File: src/rtl/palette_table_masked_write_assert.svh
// Assertion macros shared by the palette table modules.
`ifndef PALETTE_TABLE_MASKED_WRITE_ASSERT_SVH
`define PALETTE_TABLE_MASKED_WRITE_ASSERT_SVH

`ifndef NO_ASSERTIONS

// Consequent must hold in the same cycle as the antecedent.
`define PMW_ASSERT_IMP(lbl, ante, cons, msg) \
  lbl: assert property (@(posedge clk) disable iff (!rst_n) (ante) |-> (cons)) \
    else $error(msg);

// Consequent must hold in the cycle after the antecedent.
`define PMW_ASSERT_NXT(lbl, ante, cons, msg) \
  lbl: assert property (@(posedge clk) disable iff (!rst_n) (ante) |=> (cons)) \
    else $error(msg);

// Expression must hold at every clock edge out of reset.
`define PMW_ASSERT_ALW(lbl, expr, msg) \
  lbl: assert property (@(posedge clk) disable iff (!rst_n) (expr)) \
    else $error(msg);

`else

`define PMW_ASSERT_IMP(lbl, ante, cons, msg)
`define PMW_ASSERT_NXT(lbl, ante, cons, msg)
`define PMW_ASSERT_ALW(lbl, expr, msg)

`endif

`endif

File: src/rtl/pmw_pkg.sv
// Shared types and constants of the palette table.
package pmw_pkg;

  localparam int unsigned OPC_W    = 2;
  localparam int unsigned IDX_W    = 8;
  localparam int unsigned CH_W     = 8;
  localparam int unsigned RGB_W    = 3 * CH_W;
  localparam int unsigned COLORS_W = 9;
  localparam int unsigned OPAQUE_W = 8;
  localparam int unsigned CFG_IDX_W  = 1;
  localparam int unsigned CFG_DATA_W = COLORS_W;
  localparam int unsigned IN_DATA_W  = 40;
  localparam int unsigned OUT_DATA_W = 32;

  localparam logic [OPC_W-1:0] OP_READ  = 2'd0;
  localparam logic [OPC_W-1:0] OP_WRITE = 2'd1;
  localparam logic [OPC_W-1:0] OP_BULK  = 2'd2;
  localparam logic [OPC_W-1:0] OP_NONE  = 2'd3;

  localparam logic [CFG_IDX_W-1:0] CFG_COLORS = 1'b0;
  localparam logic [CFG_IDX_W-1:0] CFG_OPAQUE = 1'b1;

  localparam logic [COLORS_W-1:0] COLORS_RST = 9'd256;
  localparam logic [OPAQUE_W-1:0] OPAQUE_RST = 8'd64;

  typedef enum logic [3:0] {
    ST_CLEAR = 4'b0001,
    ST_IDLE  = 4'b0010,
    ST_READ  = 4'b0100,
    ST_SWEEP = 4'b1000
  } pmw_state_t;

  typedef struct packed {
    logic clear_wr;
    logic single_wr;
    logic sweep_start;
    logic sweep_step;
    logic res_load;
    logic res_ok;
    logic res_from_mem;
  } pmw_cmd_t;

  typedef struct packed {
    logic clear_last;
    logic in_range;
    logic lim_zero;
    logic sweep_last;
  } pmw_sts_t;

endpackage

File: src/rtl/pmw_ctrl.sv
// Controller state machine: handshakes, clearing pass, read and sweep sequencing.
`include "palette_table_masked_write_assert.svh"

module pmw_ctrl (
  input  logic                      clk,
  input  logic                      rst_n,
  input  logic                      in_tvalid,
  output logic                      in_tready,
  input  logic [pmw_pkg::OPC_W-1:0] in_opcode,
  output logic                      out_tvalid,
  input  logic                      out_tready,
  input  pmw_pkg::pmw_sts_t         sts,
  output pmw_pkg::pmw_cmd_t         cmd
);
  import pmw_pkg::*;

  pmw_state_t state_r, state_nxt;
  logic       out_valid_r, out_valid_nxt;
  logic       slot_free;
  logic       take;

  assign slot_free = !out_valid_r || out_tready;
  assign in_tready = (state_r == ST_IDLE) && slot_free;
  assign take      = in_tvalid && in_tready;

  always_comb begin
    state_nxt = state_r;
    cmd       = '0;
    case (state_r)
      ST_CLEAR: begin
        cmd.clear_wr = 1'b1;
        if (sts.clear_last) begin
          state_nxt = ST_IDLE;
        end
      end
      ST_IDLE: begin
        if (take) begin
          case (in_opcode)
            OP_READ: begin
              if (sts.in_range) begin
                state_nxt = ST_READ;
              end else begin
                cmd.res_load = 1'b1;
              end
            end
            OP_WRITE: begin
              cmd.single_wr = sts.in_range;
              cmd.res_load  = 1'b1;
              cmd.res_ok    = sts.in_range;
            end
            OP_BULK: begin
              cmd.sweep_start = 1'b1;
              if (sts.lim_zero) begin
                cmd.res_load = 1'b1;
                cmd.res_ok   = 1'b1;
              end else begin
                state_nxt = ST_SWEEP;
              end
            end
            default: begin
              cmd.res_load = 1'b1;
            end
          endcase
        end
      end
      ST_READ: begin
        cmd.res_load     = 1'b1;
        cmd.res_ok       = 1'b1;
        cmd.res_from_mem = 1'b1;
        state_nxt        = ST_IDLE;
      end
      ST_SWEEP: begin
        cmd.sweep_step = 1'b1;
        if (sts.sweep_last) begin
          cmd.res_load = 1'b1;
          cmd.res_ok   = 1'b1;
          state_nxt    = ST_IDLE;
        end
      end
      default: begin
        state_nxt = ST_CLEAR;
      end
    endcase
  end

  // Hold the result until the receiver takes it.
  always_comb begin
    out_valid_nxt = out_valid_r;
    if (cmd.res_load) begin
      out_valid_nxt = 1'b1;
    end else if (out_tready) begin
      out_valid_nxt = 1'b0;
    end
  end

  always_ff @(posedge clk) begin
    if (!rst_n) begin
      state_r     <= ST_CLEAR;
      out_valid_r <= 1'b0;
    end else begin
      state_r     <= state_nxt;
      out_valid_r <= out_valid_nxt;
    end
  end

  assign out_tvalid = out_valid_r;

  `PMW_ASSERT_IMP(a_sweep_slot_empty, state_r == ST_SWEEP, !out_valid_r, "result pending in sweep")
  `PMW_ASSERT_NXT(a_read_goes_wait, take && in_opcode == OP_READ && sts.in_range, state_r == ST_READ, "read did not wait for memory")
  `PMW_ASSERT_NXT(a_read_delivers, state_r == ST_READ, out_valid_r, "read result not loaded")
  `PMW_ASSERT_ALW(a_one_writer, $onehot0({cmd.clear_wr, cmd.single_wr, cmd.sweep_step}), "memory write port conflict")

endmodule

File: config.mk
export PLATFORM = sky130hd
export DESIGN_NAME = pmw_ctrl
export DESIGN_NICKNAME = d
export VERILOG_FILES = /design/src/rtl/pmw_pkg.sv /design/src/rtl/pmw_ctrl.sv
export VERILOG_INCLUDE_DIRS = /design/src /design/src/rtl
export SDC_FILE = /design/constraint.sdc
export NUM_CORES = 1
export LEC_CHECK = 0
export ABC_CLOCK_PERIOD_IN_PS = 2800
export BUFFER_PORTS_ARGS = -buffer_cell sky130_fd_sc_hd__buf_2
export CAP_MARGIN = 0
export CORE_AREA = 5 5 42 44
export CTS_CLUSTER_SIZE = 30
export DETAILED_ROUTE_END_ITERATION = 6
export DIE_AREA = 0 0 47 49
export PLACE_DENSITY = 0.66
export SLEW_MARGIN = 20
export SYNTH_ARGS = -nofsm -noshare
export SYNTH_HDL_FRONTEND = slang
export SYNTH_SLANG_ARGS = --single-unit
export TNS_END_PERCENT = 100
File: constraint.sdc
create_clock -name clk -period 2.8 [get_ports clk]
set_input_delay 0.42 -clock clk [delete_from_list [all_inputs] [get_ports clk]]
set_output_delay 0.42 -clock clk [all_outputs]
set_load 0.02 [all_outputs]
==> metrics.txt <==
status finished clean; Post-Syn Nets 70; register bit total from synthesis 5; critical path class flop to output port; Critical Path Start state_r[1]; Layout area overhead 27.84%; Seq. cell area 100.1 sq um; clock skew 0.007174 ns; die area 2303 sq um; Pwr Density 356.8 nW/um^2; Total GRT Usage 10.56%; Synth Warn # 0; max_cap viols 0; Hold Violations, Final 0; Vias 470; Top FF cell, synth dfxtp_1; RSZ-0062 raised after global routing no; endpoint class of the critical path output port; Crit path largest cell delay approximately 0.45 ns; Setup Viol. Count Final 0; Period minus WS final 2.089 ns; Hold WS 0.4004 ns; PortBufs 18; first-pass GRT wire length ~1800 um; initial antenna violation count 0; Worst Path Max Fanout 7; Core Region 1401 sq um; antenna cells 0; final net count between 90 and 100; layout cells sized above 1 35.06%; I/O Pins 19; Pre-antenna DRT Iters 2; most common cell after layout, fill and taps aside buf_2; DRT antenna net count 0; Worst slew margin 72.78%; Final Cycle Share 74.62%; placed instance area 565.5 sq um; fin. max-slew vios 0; Initial Util 33.04%; vias in the first global route 469; chip height 49 um; clock latency on the worst-skew pair about 0.24 ns; Netlist Area Pre-Place 462.9 sq um; final wirelength around 1100 um; mean post-synth cell area approximately 8.3 sq um; post-route insts no fill 93; Worst R2R Start state_r[1]; DR WL/cell 11.39 um; HP Start rst_n; Worst-path clk slew 0.05 ns; LEAKAGE 0.2959 nW; Netlist cell types 26; Worst path slowest cell dfxtp_1; Post-synth EDFFs 0; Worst setup SP type flop; asr flop ratio synth 0%; Area contributors post-synth dfxtp_1 (22%), ha_1 (11%), nand2b_1 (5.4%); design area 591.8 sq um; Worst Path Arrival 1.67 ns; Post-Syn Instances 56; Pwr Total 211.1 uW; CTS sink cnt 5; fmax 0.4786 GHz; worst-path cell chain nor4b_4 > nand3_4 > o21a_1 > inv_1 > buf_2; DP Cell Count around 90; worst slew pin tran slightly above 0.4 ns; cell taking the most area after synthesis dfxtp_1; Post-CTS Hold Fix Bufs 0; DP Wirelength 914.7 um; Resized Gates After CTS 0; Worst Hold Class primary input to flop; sequential fraction of the synthesis area 21.62%; Residual DRC 0; Site Rows 14; vias per cell ~5; Final Wtd Congestion between 0.7 and 0.8; largest net degree at the start of global routing 9; fillers 155; CTS buffer count 3; Root Buffer Master clkbuf_4; Setup Buffers After CTS 0; Critical Path RT 2.38 ns; clk buf depth 2; H-tree lvl count 1; TritonCTS clock tree built; Chip Width 47 um; highest-count cells in the layout ignoring fill and taps buf_2 (18), nand2_1 (6), inv_1 (5), nor2_1 (5), dfxtp_1 (5); setup_tns 0 ns; grt total ovfl 0; area of the multi-input gates 336.6 sq um; Initial DRC Count 3; Peak supply drop roughly 0.00018 V; share of the synthesized area in the top cell type between 20 and 25%
==> cells in the mapped netlist (2+ instances only) <==
cell type  count
nor2_1         5
a21oi_1        2
mux2i_1        2
dfxtp_1        5
nor3_1         2
a21o_1         3
nand2_1        6
o21ai_0        2
nand2b_1       4
inv_1          5
nand3b_1       2
ha_1           4
==> registers in the layout, indices dropped and copies added, names as in the netlist <==
name	count
state_r	4
out_tvalid	1
==> critical path: cells and delay by family (launching register included) <==
| kind | cells | cell delay (ns) |
|---|---|---|
| AO/OA/AOI/OAI | 1 | 0.22 |
| flip-flops | 1 | 0.45 |
| AND/OR/NAND/NOR | 2 | 0.56 |
| buffers and inverters | 2 | 0.20 |
==> where the power goes <==
part / internal [mW] / leakage [nW] / switching, mW
clock: 0.0537 / 0.0150 / 0.0272
sequential: 0.0748 / 0.0408 / 0.00621
combinational: 0.0234 / 0.240 / 0.0258
total: 0.152 / 0.296 / 0.0592
==> logic make-up (layout without fill, tap and decap cells) <==
family	Yosys count	in the layout	synth area share, %
and+or+nand+nor	25	25	35.68
AOI/OAI and AO/OA	14	14	21.89
muxes	2	2	4.324
adders and majority gates	4	4	10.81
buffers and inverters	6	27	5.677
DFF	5	5	21.62
==> per-stage QoR <==
| stage | util (%) | worst slack, ns |
|---|---|---|
| CTS | 42.23 | 0.6914 |
| global route | 42.23 | 0.5700 |
| floorplan | - | 0.9766 |
| global placement | 40.36 | 0.9275 |
| detailed placement | 40.36 | 0.9204 |
| finish | 42.23 | 0.7105 |
==> layer usage <==
| metal | vias up | part of all wire (%) | GRT usage (%) |
|---|---|---|---|
| met1 | 216 | 39 | 12.72 |
| met2 | 15 | 53 | 17.19 |
| li1 | 239 | - | - |
| met5 | - | 0 | 0 |
| met4 | 0 | 0 | 6.912 |
| met3 | 0 | 8.4 | 0.3690 |
==> final timing paths <==
path / endpoint / slack [ns] / depth (start not counted)
max: cmd[2] / 0.71 / 5
min: state_r[0] / 0.40 / 2
max reg2reg: state_r[3] / 1.25 / 4
min reg2reg: out_tvalid / 0.57 / 2
==> cell type report <==
class | count | area share (%)
clock buffers | 4 | 4.440
inverters | 5 | 3.171
multi-input cells | 45 | 56.87
flip-flops and latches | 5 | 16.91
well taps | 16 | 3.383
repair buffers | 18 | 15.22
(Power assumes the default switching activity.)
